**src/ect_pkg.sv**
```systemverilog
`timescale 1ns / 1ps
`default_nettype none

package ect_pkg;

	// Register indexes of the configuration port.
	localparam logic [1:0] REG_ZONE_OFFSET = 2'd0;
	localparam logic [1:0] REG_TWELVE_HOUR = 2'd1;
	localparam logic [1:0] REG_DAY_FIRST   = 2'd2;

	localparam int ZONE_W = 17;

	// Seconds per day is 2^7 * 675; (t >> 7) * DIV675_MUL >> 35 is exact for a 25-bit value.
	localparam logic [25:0] DIV675_MUL   = 26'd50903317;
	localparam int          DIV675_SHIFT = 35;
	localparam logic [16:0] SECS_PER_DAY = 17'd86400;

	// Days per four-year cycle, counted from 1969 so that the leap year comes last.
	localparam logic [16:0] DIV1461_MUL   = 17'd91868;
	localparam int          DIV1461_SHIFT = 27;
	localparam logic [10:0] DAYS_PER_QUAD = 11'd1461;
	localparam logic [8:0]  DAYS_PER_YEAR = 9'd365;
	localparam logic [11:0] BASE_YEAR     = 12'd1969;

	// Seconds per hour is 2^4 * 225, seconds per minute is 2^2 * 15.
	localparam logic [13:0] DIV225_MUL   = 14'd9321;
	localparam int          DIV225_SHIFT = 21;
	localparam logic [11:0] SECS_PER_HOUR = 12'd3600;
	localparam logic [10:0] DIV15_MUL    = 11'd1093;
	localparam int          DIV15_SHIFT  = 14;
	localparam logic [5:0]  SECS_PER_MIN = 6'd60;

	localparam logic [8:0]  LEAP_DAY_DOY = 9'd59;

	typedef struct packed {
		logic [11:0] year;
		logic [4:0]  month;
		logic [4:0]  day;
	} date_t;

	typedef struct packed {
		logic [4:0] hour;
		logic [5:0] minute;
		logic [5:0] second;
		logic       pm;
	} hms_t;

	// First day index of each month in a common year.
	function automatic logic [8:0] month_start(input logic [3:0] m);
		logic [8:0] d;
		unique case (m)
			4'd0:    d = 9'd0;
			4'd1:    d = 9'd31;
			4'd2:    d = 9'd59;
			4'd3:    d = 9'd90;
			4'd4:    d = 9'd120;
			4'd5:    d = 9'd151;
			4'd6:    d = 9'd181;
			4'd7:    d = 9'd212;
			4'd8:    d = 9'd243;
			4'd9:    d = 9'd273;
			4'd10:   d = 9'd304;
			4'd11:   d = 9'd334;
			default: d = 9'd0;
		endcase
		return d;
	endfunction

endpackage

`default_nettype wire

```
**src/epoch_to_calendar_time.sv**
```systemverilog
`timescale 1ns / 1ps
`default_nettype none

// Channel   Handshake             Payload
// input     start, busy           epoch_seconds
// result    result_valid strobe   year, first_field, second_field, hour, minute,
//                                 second, pm_flag
// config    cfg_valid, cfg_ready  cfg_index, cfg_data
//
// A seven-stage pipeline: a timestamp can be started in every cycle and its result
// is strobed on result_valid. The stage count is set by the reciprocal multipliers
// (day, four-year cycle, hour, minute), each followed by a register.
// busy is always low and cfg_ready always high. arst_n clears the configuration
// registers and the valid pipeline; results are never held back.
module epoch_to_calendar_time (
	input  wire logic                       clk,
	input  wire logic                       arst_n,
	input  wire logic                       start,
	output      logic                       busy,
	input  wire logic [31:0]                epoch_seconds,
	output      logic                       result_valid,
	output      logic [11:0]                year,
	output      logic [4:0]                 first_field,
	output      logic [4:0]                 second_field,
	output      logic [4:0]                 hour,
	output      logic [5:0]                 minute,
	output      logic [5:0]                 second,
	output      logic                       pm_flag,
	input  wire logic                       cfg_valid,
	output      logic                       cfg_ready,
	input  wire logic [1:0]                 cfg_index,
	input  wire logic [ect_pkg::ZONE_W-1:0] cfg_data
);
	import ect_pkg::*;

	logic [ZONE_W-1:0] zone_q;
	logic              twelve_q;
	logic              day_first_q;
	logic [6:0]        valid_q;

	logic [31:0] t_s1, t_s2;
	logic [15:0] days_s2, days_s3;
	logic [16:0] sod_s3;
	logic [50:0] dprod;
	logic [31:0] day_secs;
	date_t       date;
	hms_t        hms;

	assign busy      = 1'b0;
	assign cfg_ready = 1'b1;

	always_ff @(posedge clk or negedge arst_n) begin
		if (!arst_n) begin
			zone_q      <= '0;
			twelve_q    <= 1'b0;
			day_first_q <= 1'b0;
		end else if (cfg_valid && cfg_ready) begin
			unique case (cfg_index)
				REG_ZONE_OFFSET: zone_q      <= cfg_data;
				REG_TWELVE_HOUR: twelve_q    <= cfg_data[0];
				REG_DAY_FIRST:   day_first_q <= cfg_data[0];
				default: begin
				end
			endcase
		end
	end

	always_ff @(posedge clk or negedge arst_n) begin
		if (!arst_n) begin
			valid_q <= '0;
		end else begin
			valid_q <= {valid_q[5:0], start && !busy};
		end
	end

	assign dprod    = 51'(t_s1[31:7]) * 51'(DIV675_MUL);
	assign day_secs = 32'(days_s2) * 32'(SECS_PER_DAY);

	// The offset is sign-extended and the sum wraps at 32 bits.
	always_ff @(posedge clk) begin
		t_s1    <= epoch_seconds + {{(32 - ZONE_W){zone_q[ZONE_W-1]}}, zone_q};
		t_s2    <= t_s1;
		days_s2 <= dprod[DIV675_SHIFT +: 16];
		days_s3 <= days_s2;
		sod_s3  <= 17'(t_s2 - day_secs);
	end

	ect_date u_date (
		.clk  (clk),
		.days (days_s3),
		.date (date)
	);

	ect_clock u_clock (
		.clk         (clk),
		.sod         (sod_s3),
		.twelve_hour (twelve_q),
		.hms         (hms)
	);

	assign result_valid = valid_q[6];
	assign year         = date.year;
	assign first_field  = day_first_q ? date.day : date.month;
	assign second_field = day_first_q ? date.month : date.day;
	assign hour         = hms.hour;
	assign minute       = hms.minute;
	assign second       = hms.second;
	assign pm_flag      = hms.pm;

endmodule

`default_nettype wire

```
**src/ect_date.sv**
```systemverilog
`timescale 1ns / 1ps
`default_nettype none

// Day count since 1970 to year, month and day over four pipeline stages.
module ect_date (
	input  wire logic          clk,
	input  wire logic [15:0]   days,
	output ect_pkg::date_t     date
);
	import ect_pkg::*;

	logic [15:0] x_s4;
	logic [5:0]  quad_s4, quad_s5;
	logic [10:0] rr_s5;
	logic [11:0] year_s6;
	logic [8:0]  doy_s6;
	logic        leap_s6;
	logic [4:0]  month_s7, day_s7;

	logic [15:0] x;
	logic [32:0] qprod;
	logic [16:0] qmul;
	logic [1:0]  k;
	logic [8:0]  doy;
	logic [8:0]  idx;
	logic [3:0]  m;
	logic [4:0]  month_n, day_n;

	assign x     = days + 16'(DAYS_PER_YEAR);
	assign qprod = 33'(x) * 33'(DIV1461_MUL);
	assign qmul  = 17'(quad_s4) * 17'(DAYS_PER_QUAD);

	always_comb begin
		priority if (rr_s5 >= 11'(3 * 365)) begin
			k = 2'd3;
		end else if (rr_s5 >= 11'(2 * 365)) begin
			k = 2'd2;
		end else if (rr_s5 >= 11'(365)) begin
			k = 2'd1;
		end else begin
			k = 2'd0;
		end
		doy = 9'(rr_s5 - 11'(k) * 11'(DAYS_PER_YEAR));
	end

	// In a leap year the day after February 28 is the leap day, and later days
	// fall back by one onto the common-year table.
	always_comb begin
		idx = doy_s6;
		if (leap_s6 && doy_s6 > LEAP_DAY_DOY) begin
			idx = doy_s6 - 9'd1;
		end
		m = 4'd0;
		for (int j = 1; j < 12; j++) begin
			if (idx >= month_start(4'(j))) begin
				m = 4'(j);
			end
		end
		month_n = 5'(m) + 5'd1;
		day_n   = 5'(idx - month_start(m)) + 5'd1;
		if (leap_s6 && doy_s6 == LEAP_DAY_DOY) begin
			month_n = 5'd2;
			day_n   = 5'd29;
		end
	end

	always_ff @(posedge clk) begin
		x_s4     <= x;
		quad_s4  <= qprod[DIV1461_SHIFT +: 6];
		rr_s5    <= 11'(17'(x_s4) - qmul);
		quad_s5  <= quad_s4;
		year_s6  <= BASE_YEAR + {4'd0, quad_s5, 2'd0} + 12'(k);
		doy_s6   <= doy;
		leap_s6  <= (k == 2'd3);
		month_s7 <= month_n;
		day_s7   <= day_n;
	end

	// The year is carried one more stage to line up with month and day.
	logic [11:0] year_s7;
	always_ff @(posedge clk) begin
		year_s7 <= year_s6;
	end

	assign date.year  = year_s7;
	assign date.month = month_s7;
	assign date.day   = day_s7;

endmodule

`default_nettype wire

```
**src/ect_clock.sv**
```systemverilog
`timescale 1ns / 1ps
`default_nettype none

// Second of day to hour, minute and second over four pipeline stages.
module ect_clock (
	input  wire logic          clk,
	input  wire logic [16:0]   sod,
	input  wire logic          twelve_hour,
	output ect_pkg::hms_t      hms
);
	import ect_pkg::*;

	logic [16:0] sod_s4;
	logic [4:0]  hour_s4, hour_s5, hour_s6, hour_s7;
	logic [11:0] rem_s5, rem_s6;
	logic [5:0]  min_s6, min_s7, sec_s7;
	logic        pm_s7;

	logic [26:0] hprod;
	logic [20:0] mprod;
	logic [4:0]  hour_n;
	logic        pm_n;

	assign hprod = 27'(sod[16:4]) * 27'(DIV225_MUL);
	assign mprod = 21'(rem_s5[11:2]) * 21'(DIV15_MUL);

	always_comb begin
		hour_n = hour_s6;
		pm_n   = 1'b0;
		if (twelve_hour) begin
			if (hour_s6 == 5'd0) begin
				hour_n = 5'd12;
			end else if (hour_s6 >= 5'd12) begin
				pm_n = 1'b1;
				if (hour_s6 > 5'd12) begin
					hour_n = hour_s6 - 5'd12;
				end
			end
		end
	end

	always_ff @(posedge clk) begin
		sod_s4  <= sod;
		hour_s4 <= hprod[DIV225_SHIFT +: 5];
		rem_s5  <= 12'(sod_s4 - 17'(hour_s4) * 17'(SECS_PER_HOUR));
		hour_s5 <= hour_s4;
		min_s6  <= mprod[DIV15_SHIFT +: 6];
		rem_s6  <= rem_s5;
		hour_s6 <= hour_s5;
		sec_s7  <= 6'(rem_s6 - 12'(min_s6) * 12'(SECS_PER_MIN));
		min_s7  <= min_s6;
		hour_s7 <= hour_n;
		pm_s7   <= pm_n;
	end

	assign hms.hour   = hour_s7;
	assign hms.minute = min_s7;
	assign hms.second = sec_s7;
	assign hms.pm     = pm_s7;

endmodule

`default_nettype wire
```
**config.mk**
```make
export PLATFORM = sky130hd
export DESIGN_NAME = epoch_to_calendar_time
export DESIGN_NICKNAME = d
export VERILOG_FILES = /design/src/ect_pkg.sv /design/src/epoch_to_calendar_time.sv /design/src/ect_date.sv /design/src/ect_clock.sv
export SDC_FILE = /design/constraint.sdc
export NUM_CORES = 2
export LEC_CHECK = 0
export BUFFER_PORTS_ARGS = -buffer_cell sky130_fd_sc_hd__buf_2
export CAP_MARGIN = 20
export CORE_MARGIN = 2
export CORE_UTILIZATION = 45
export CTS_BUF_LIST = sky130_fd_sc_hd__clkbuf_2 sky130_fd_sc_hd__clkbuf_4 sky130_fd_sc_hd__clkbuf_8
export DETAILED_ROUTE_END_ITERATION = 8
export GPL_TIMING_DRIVEN = 1
export PLACE_DENSITY_LB_ADDON = 0.1
export SYNTH_ARGS = -nofsm -noshare
export SYNTH_HDL_FRONTEND = slang
export SYNTH_SLANG_ARGS = --single-unit
```
**constraint.sdc**
```tcl
create_clock -name clk -period 10.2 [get_ports clk]
set_input_delay 1.02 -clock clk [delete_from_list [all_inputs] [get_ports clk]]
set_output_delay 1.02 -clock clk [all_outputs]
set_load 0.01 [all_outputs]
```
# Word-level counts from Yosys, hierarchy flattened
# Memory sizes are Yosys's and may differ from the RTL's.
# Index checks and enable logic that the tools add are counted.
# word_totals
reg_bits	271
romBits	144
input_bits	55
output_inout_bits	43
wordCells	106
memories	1
# mem_list
name	words	word_bits	read_ports	rd_ports_with_merged_regs	wr	line	source
(no name shown)	16	9	1	0	0	ect_pkg.sv:51	unique case (m)
# classes
addsub	14
n_mul	9
n_lt_le_gt_ge	17
n_eq_ne	4
muxes	22
bitwise_logic	1
reduce_logical	8
# op_table
cell	n
$mul A25 B26 Y51 const B	1
$ge A9 B8 Y1 const B	4
$add A32 B32 Y32	1
$mul A16 B15 Y31 const B	1
$mux W5	6
$ge A9 B9 Y1 const B	3
$mul A13 B14 Y26 const B	1
$mul A10 B11 Y20 const B	1
$ge A9 B7 Y1 const B	2
$sub A17 B17 Y17	1
$add A16 B9 Y16 const B	1
$mul A16 B10 Y10 const B	1
$mux W4	4
$add A11 B8 Y12 const A	1
$add A12 B2 Y12	1
$mux W3	4
$sub A12 B12 Y12	1
$ge A11 B10 Y1 const B	1
$ge A11 B11 Y1 const B	1
$ge A11 B9 Y1 const B	1
$mul A6 B11 Y11 const B	1
$sub A11 B11 Y11	1
$eq A9 B6 Y1 const B	1
$ge A9 B5 Y1 const B	1
other kinds (25)	34

# Depth between registers and ports, before layout
# An unclocked memory read counts as a cell.
# logic_depth
word_depth	18
mapped_depth	30
ltp_nobuf	30

# Modules after synthesis
# A second synthesis with hierarchy kept.
# hier_totals
hier_cells	2931
area_unflattened_um2	29520.8
# modules_own_cells
mod	n_inst	cells_per_inst	area_each_um2	seq_area_each_um2
epoch_to_calendar_time	1	1435	14774.2	2612.5
ect_date	1	1007	9536.6	1561.5
ect_clock	1	489	5210.0	1381.3

# Least setup slack after synthesis
# Ideal clock, no wire load.
# synth_timing
kind	register -> register
start	register days_s3[1]
end	register u_date.quad_s4[4]
setup_ns	0.123
t_arrival_ns	7.058
t_required_ns	10.077
path_slack_ns	3.019
path_stages_with_launch	31
path_buffers	0
synth_period_minus_slack_ns	7.181
path_cell_list	dfxtp_1 > a21oi_1 > nand2b_1 > a211oi_1 > inv_1 > a21oi_1 > nor2_1 > and3_1 > xor2_1 > inv_1 > fa_1 > inv_1 > fa_1 > inv_1 > fa_1 > fa_1 > inv_1 > fa_1 > inv_1 > fa_1 > inv_1 > ha_1 > a21oi_1 > nor2_1 > nor2_1 > a21oi_1 > a2111oi_0 > o22ai_2 > o41ai_4 > o21bai_1 > xor2_1
# synth_via
elab_chain_cells	2
# synth_lines
item	line	source
from (decl)	epoch_to_calendar_time.sv:42	logic [15:0] days_s2, days_s3;
from (signal assigned)	epoch_to_calendar_time.sv:84	days_s3 <= days_s2;
$add A16 B9 Y16	ect_date.sv:29	assign x = days + 16'(DAYS_PER_YEAR);
$mul A16 B15 Y31	ect_date.sv:30	assign qprod = 33'(x) * 33'(DIV1461_MUL);
named net u_date.qprod[31]	ect_date.sv:21	logic [32:0] qprod;
to (signal assigned)	ect_date.sv:69	quad_s4 <= qprod[DIV1461_SHIFT +: 6];
to (decl)	ect_date.sv:13	logic [5:0] quad_s4, quad_s5;
# The timed path passes the listed nets, and every way through them passes these cells.
# A chain may end at the register's enable or synchronous reset.

# Worst setup path after layout
# Ends and elaborated chain as after synthesis.

==> tab_implementation.tex <==
\begin{tabular}{lr}
\hline
Metric & Value \\
\hline
\multicolumn{2}{l}{\textbf{Status}} \\
Outcome & completed \\
\multicolumn{2}{l}{\textbf{Timing}} \\
Unrepaired setup endpoints after global routing & false \\
Worst slew pin tran & roughly 1.1 ns \\
Crit share post-route & 0.7691 \\
Worst max-slew margin expressed relative to the limit & 0.2640 \\
Final setup violation count & 0 \\
Summed negative setup slack over all endpoints & 0 ns \\
Clk\_skew & 0.02207 ns \\
Max-slew violation count & 0 \\
Minimum period implied by the final worst setup slack & 7.844 ns \\
Max Freq & 127.5 MHz \\
Final Hold Violating Endpoints & 0 \\
\multicolumn{2}{l}{\textbf{Global route}} \\
GR Overflow Total & 0 \\
Pin count of the biggest net entering global routing & 27 \\
Via count of the first global-routing pass & around 21,000 \\
Number of antenna violations at the first check in global routing & 1 \\
Global-route wire length before repair & just over 100 mm \\
Total Routing Usage GR & 0.1890 \\
\multicolumn{2}{l}{\textbf{Critical path}} \\
R2r startpoint & days\_s3[1] \\
Peak fanout along the critical path & 5 \\
Endpoint class of the critical path & register \\
End of the worst register-to-register path & u\_date.quad\_s4[4] \\
Delay of the slowest cell on the worst path & roughly 0.62 ns \\
Data required time of the critical path & around 11 ns \\
Count of cells along the worst register-to-register path & 30 \\
Critical setup path kind & register to register \\
CP dominant cell by count & sky130\_fd\_sc\_hd\_\_inv\_1 \\
Slowest stage cell, crit path & sky130\_fd\_sc\_hd\_\_a2111oi\_0 \\
Endpoint arrival time on the critical path & 8.37 ns \\
Launching element type of the critical path & register \\
Register-to-register path setup slack & between 2 and 2.5 ns \\
\multicolumn{2}{l}{\textbf{Hold path}} \\
Worst Hold End & days\_s3[15] \\
Type of the tightest min-delay check & register to register \\
Hold path startpoint & days\_s2[15] \\
Worst Hold Depth & 0 \\
\multicolumn{2}{l}{\textbf{Clock tree}} \\
TritonCTS Sinks & approximately 270 \\
Clock tree from TritonCTS & yes \\
CTS clk-pin slew, worst paths & 0.06 ns \\
Root Buffer & sky130\_fd\_sc\_hd\_\_clkbuf\_8 \\
Post-CTS sizing & 0 \\
H-tree levels & 2 \\
CTS Buffer Depth & 3 \\
Cts bufs inserted & between 50 and 60 \\
CTS Hold Bufs & 0 \\
Number of buffers added for setup after CTS & 0 \\
Skew-Pair Late Insertion Delay & $\sim$0.64 ns \\
\multicolumn{2}{l}{\textbf{Synth}} \\
Post-synthesis sequential area ratio & 0.1907 \\
Cells after Synth & about 2,800 \\
Synth Cell Area & $\sim$0.029 mm\^{}2 \\
Share of flip-flops with an asynchronous set or reset & 0.09594 \\
Distinct cells, synth & slightly above 80 \\
Count of flip-flops with a built-in enable after synthesis & 0 \\
Dominant register cell in the synthesized netlist & sky130\_fd\_sc\_hd\_\_dfxtp\_1 \\
Number of flip-flops and latches in the synthesized netlist & about 270 \\
Yosys warnings & 0 \\
Synthesized area per cell & just over 10 um\^{}2 \\
\multicolumn{2}{l}{\textbf{Floorplan}} \\
Overall die area & $\sim$0.067 mm\^{}2 \\
\# IOs & a little under 100 \\
Horizontal die dimension & approximately 260 um \\
Number of rows in the core area & 93 \\
Die height & between 200 and 300 um \\
Effective utilization at floorplan & 0.4536 \\
Placeable core area & 0.06423 mm\^{}2 \\
\multicolumn{2}{l}{\textbf{Route}} \\
Detail-routed net length per standard cell & 15.42 um \\
Post-Route WL & between 50 and 60 mm \\
Drc violations & 0 \\
Average vias per placed instance & 4.853 \\
Iteration-0 DRC count of the detailed router & approximately 520 \\
Routed via count & approximately 19,000 \\
Antenna-violating nets left & 0 \\
Router iterations before antenna repair & 5 \\
\multicolumn{2}{l}{\textbf{Final layout}} \\
Final net count & between 4,000 and 5,000 \\
Filler cell count in the final layout & about 6,000 \\
Top library cells by usage in the layout, fill and taps aside & 689 x sky130\_fd\_sc\_hd\_\_inv\_1, 667 x sky130\_fd\_sc\_hd\_\_ha\_1, 344 x sky130\_fd\_sc\_hd\_\_fa\_1 \\
Post-synthesis to final-layout area growth & 9.001\% \\
Layout cell share with drive strength beyond 1 & 0.08314 \\
Commonest non-fill, non-tap cell in the layout & sky130\_fd\_sc\_hd\_\_inv\_1 \\
\multicolumn{2}{l}{\textbf{Placed design}} \\
Final HPWL DP & 50.63 mm \\
Count of input and output buffers & 95 \\
GPL Wtd Cong & between 0.8 and 0.9 \\
\multicolumn{2}{l}{\textbf{Flow run}} \\
Reported max-cap violation count & 0 \\
\hline
\end{tabular}
area by class of cell:
cell class                 count  area, um^2  area share
multi-input combinational   1841       20830      0.6558
clock buffer                  76       977.2     0.03077
inverter                     689        2586     0.08143
timing repair buffer         100       513.0     0.01615
tap                          855        1070     0.03368
sequential                   271        5555      0.1749
antenna                        1       2.502  0.00007879
clock inverter                18       229.0    0.007210
registers in the layout, indices dropped and copies added, names as in the netlist, 12 cells and up:
register	flops
days_s2	16
days_s3	16
sod_s3	17
t_s1	32
t_s2	17
u_clock.rem_s5	12
u_clock.sod_s4	12
u_date.year_s6	12
u_date.year_s7	12
zone_q	17
through the flow:
stage | util | setup WS [ns] | hold WS, ns | instance area (um^2) | instances
finish | 0.4944 | 2.356 | 0.3158 | 31760 | 3851
global route | 0.4944 | 1.792 | 0.3277 | 31760 | 3851
CTS | 0.4944 | 2.292 | 0.3135 | 31760 | 3850
detailed placement | 0.4756 | 2.324 | 0.3121 | 30550 | 3756
global placement | 0.4756 | 2.461 | 0.3095 | 30550 | 3756
floorplan | - | 3.019 | 0.3096 | 29140 | 2828
how the worst max path moves through the flow:
stage | startpoint | to | slack, ns | cells past startpoint
6_report | days_s3[1] | u_date.quad_s4[4] | 2.36 | 30
5_1_grt | days_s3[1] | u_date.quad_s4[4] | 1.79 | 30
4_1_cts | days_s3[1] | u_date.quad_s4[4] | 2.29 | 30
3_5_place_dp | days_s3[1] | u_date.quad_s4[4] | 2.32 | 30
3_3_place_gp | days_s3[1] | u_date.quad_s4[4] | 2.46 | 30
2_1_floorplan | days_s3[1] | u_date.quad_s4[4] | 3.02 | 30
worst max-delay path: cells and delay by family (launching register included):
kind / cells / cell delay, ns
adder cells (fa/ha/maj): 7 / 3.30
buffers and inverters: 7 / 0.56
flip-flops: 1 / 0.34
AO/OA/AOI/OAI: 9 / 2.45
AND/OR/NAND/NOR: 5 / 0.53
XOR/XNOR: 2 / 0.55
logic make-up (layout without fill, tap and decap cells):
group | count (synthesis) | after routing | share of synthesized area
and+or+nand+nor | 304 | 304 | 0.05398
xor gates and xnor gates | 156 | 156 | 0.04767
buffers and inverters | 716 | 883 | 0.09486
DFF | 271 | 271 | 0.1907
adders and majority gates | 1011 | 1011 | 0.5228
muxes | 34 | 34 | 0.01288
other | 2 | 4 | 0.0002578
AOI/OAI and AO/OA | 333 | 333 | 0.07691
Yosys cell counts, types with 6 or more instances:
library cell / count / area, um^2
sky130_fd_sc_hd__o31ai_1: 6 / 45.04
sky130_fd_sc_hd__nand2_1: 61 / 229.0
sky130_fd_sc_hd__o21ai_0: 50 / 250.2
sky130_fd_sc_hd__o22ai_1: 6 / 37.54
sky130_fd_sc_hd__inv_1: 689 / 2586
sky130_fd_sc_hd__and3_1: 9 / 56.30
sky130_fd_sc_hd__a21boi_0: 6 / 45.04
sky130_fd_sc_hd__a31oi_1: 9 / 56.30
sky130_fd_sc_hd__nand4_1: 12 / 75.07
sky130_fd_sc_hd__mux2i_1: 6 / 60.06
sky130_fd_sc_hd__dfrtp_1: 26 / 650.6
sky130_fd_sc_hd__fa_1: 344 / 6887
sky130_fd_sc_hd__or2_2: 6 / 37.54
sky130_fd_sc_hd__nor3_1: 30 / 150.1
sky130_fd_sc_hd__o211ai_1: 10 / 75.07
sky130_fd_sc_hd__nor2_1: 72 / 270.3
sky130_fd_sc_hd__o21bai_1: 18 / 135.1
sky130_fd_sc_hd__and2_1: 9 / 56.30
sky130_fd_sc_hd__o2111ai_1: 6 / 52.55
sky130_fd_sc_hd__nand2b_1: 17 / 106.4
sky130_fd_sc_hd__mux2_2: 28 / 315.3
sky130_fd_sc_hd__nor2b_1: 21 / 131.4
sky130_fd_sc_hd__xnor2_1: 99 / 867.1
sky130_fd_sc_hd__a21o_1: 41 / 307.8
sky130_fd_sc_hd__a211oi_1: 14 / 105.1
sky130_fd_sc_hd__nand3_1: 28 / 140.1
sky130_fd_sc_hd__clkbuf_1: 6 / 22.52
sky130_fd_sc_hd__a21oi_1: 100 / 500.5
sky130_fd_sc_hd__buf_4: 15 / 112.6
sky130_fd_sc_hd__o21a_1: 19 / 142.6
sky130_fd_sc_hd__xor2_1: 54 / 473.0
sky130_fd_sc_hd__dfxtp_1: 245 / 4905
sky130_fd_sc_hd__ha_1: 667 / 8346
per-layer routing:
metal	vias to the layer above	global-route usage	part of all wire
met1	8998	0.2389	0.45
met3	90	0.02641	0.028
met4	0	0.04961	0.025
li1	9383	-	-
met5	-	0	0
met2	216	0.3377	0.50
Power is left out: the tool's default activity adds up to more than one toggle a clock period on the data nets, which glitch-free logic cannot reach.
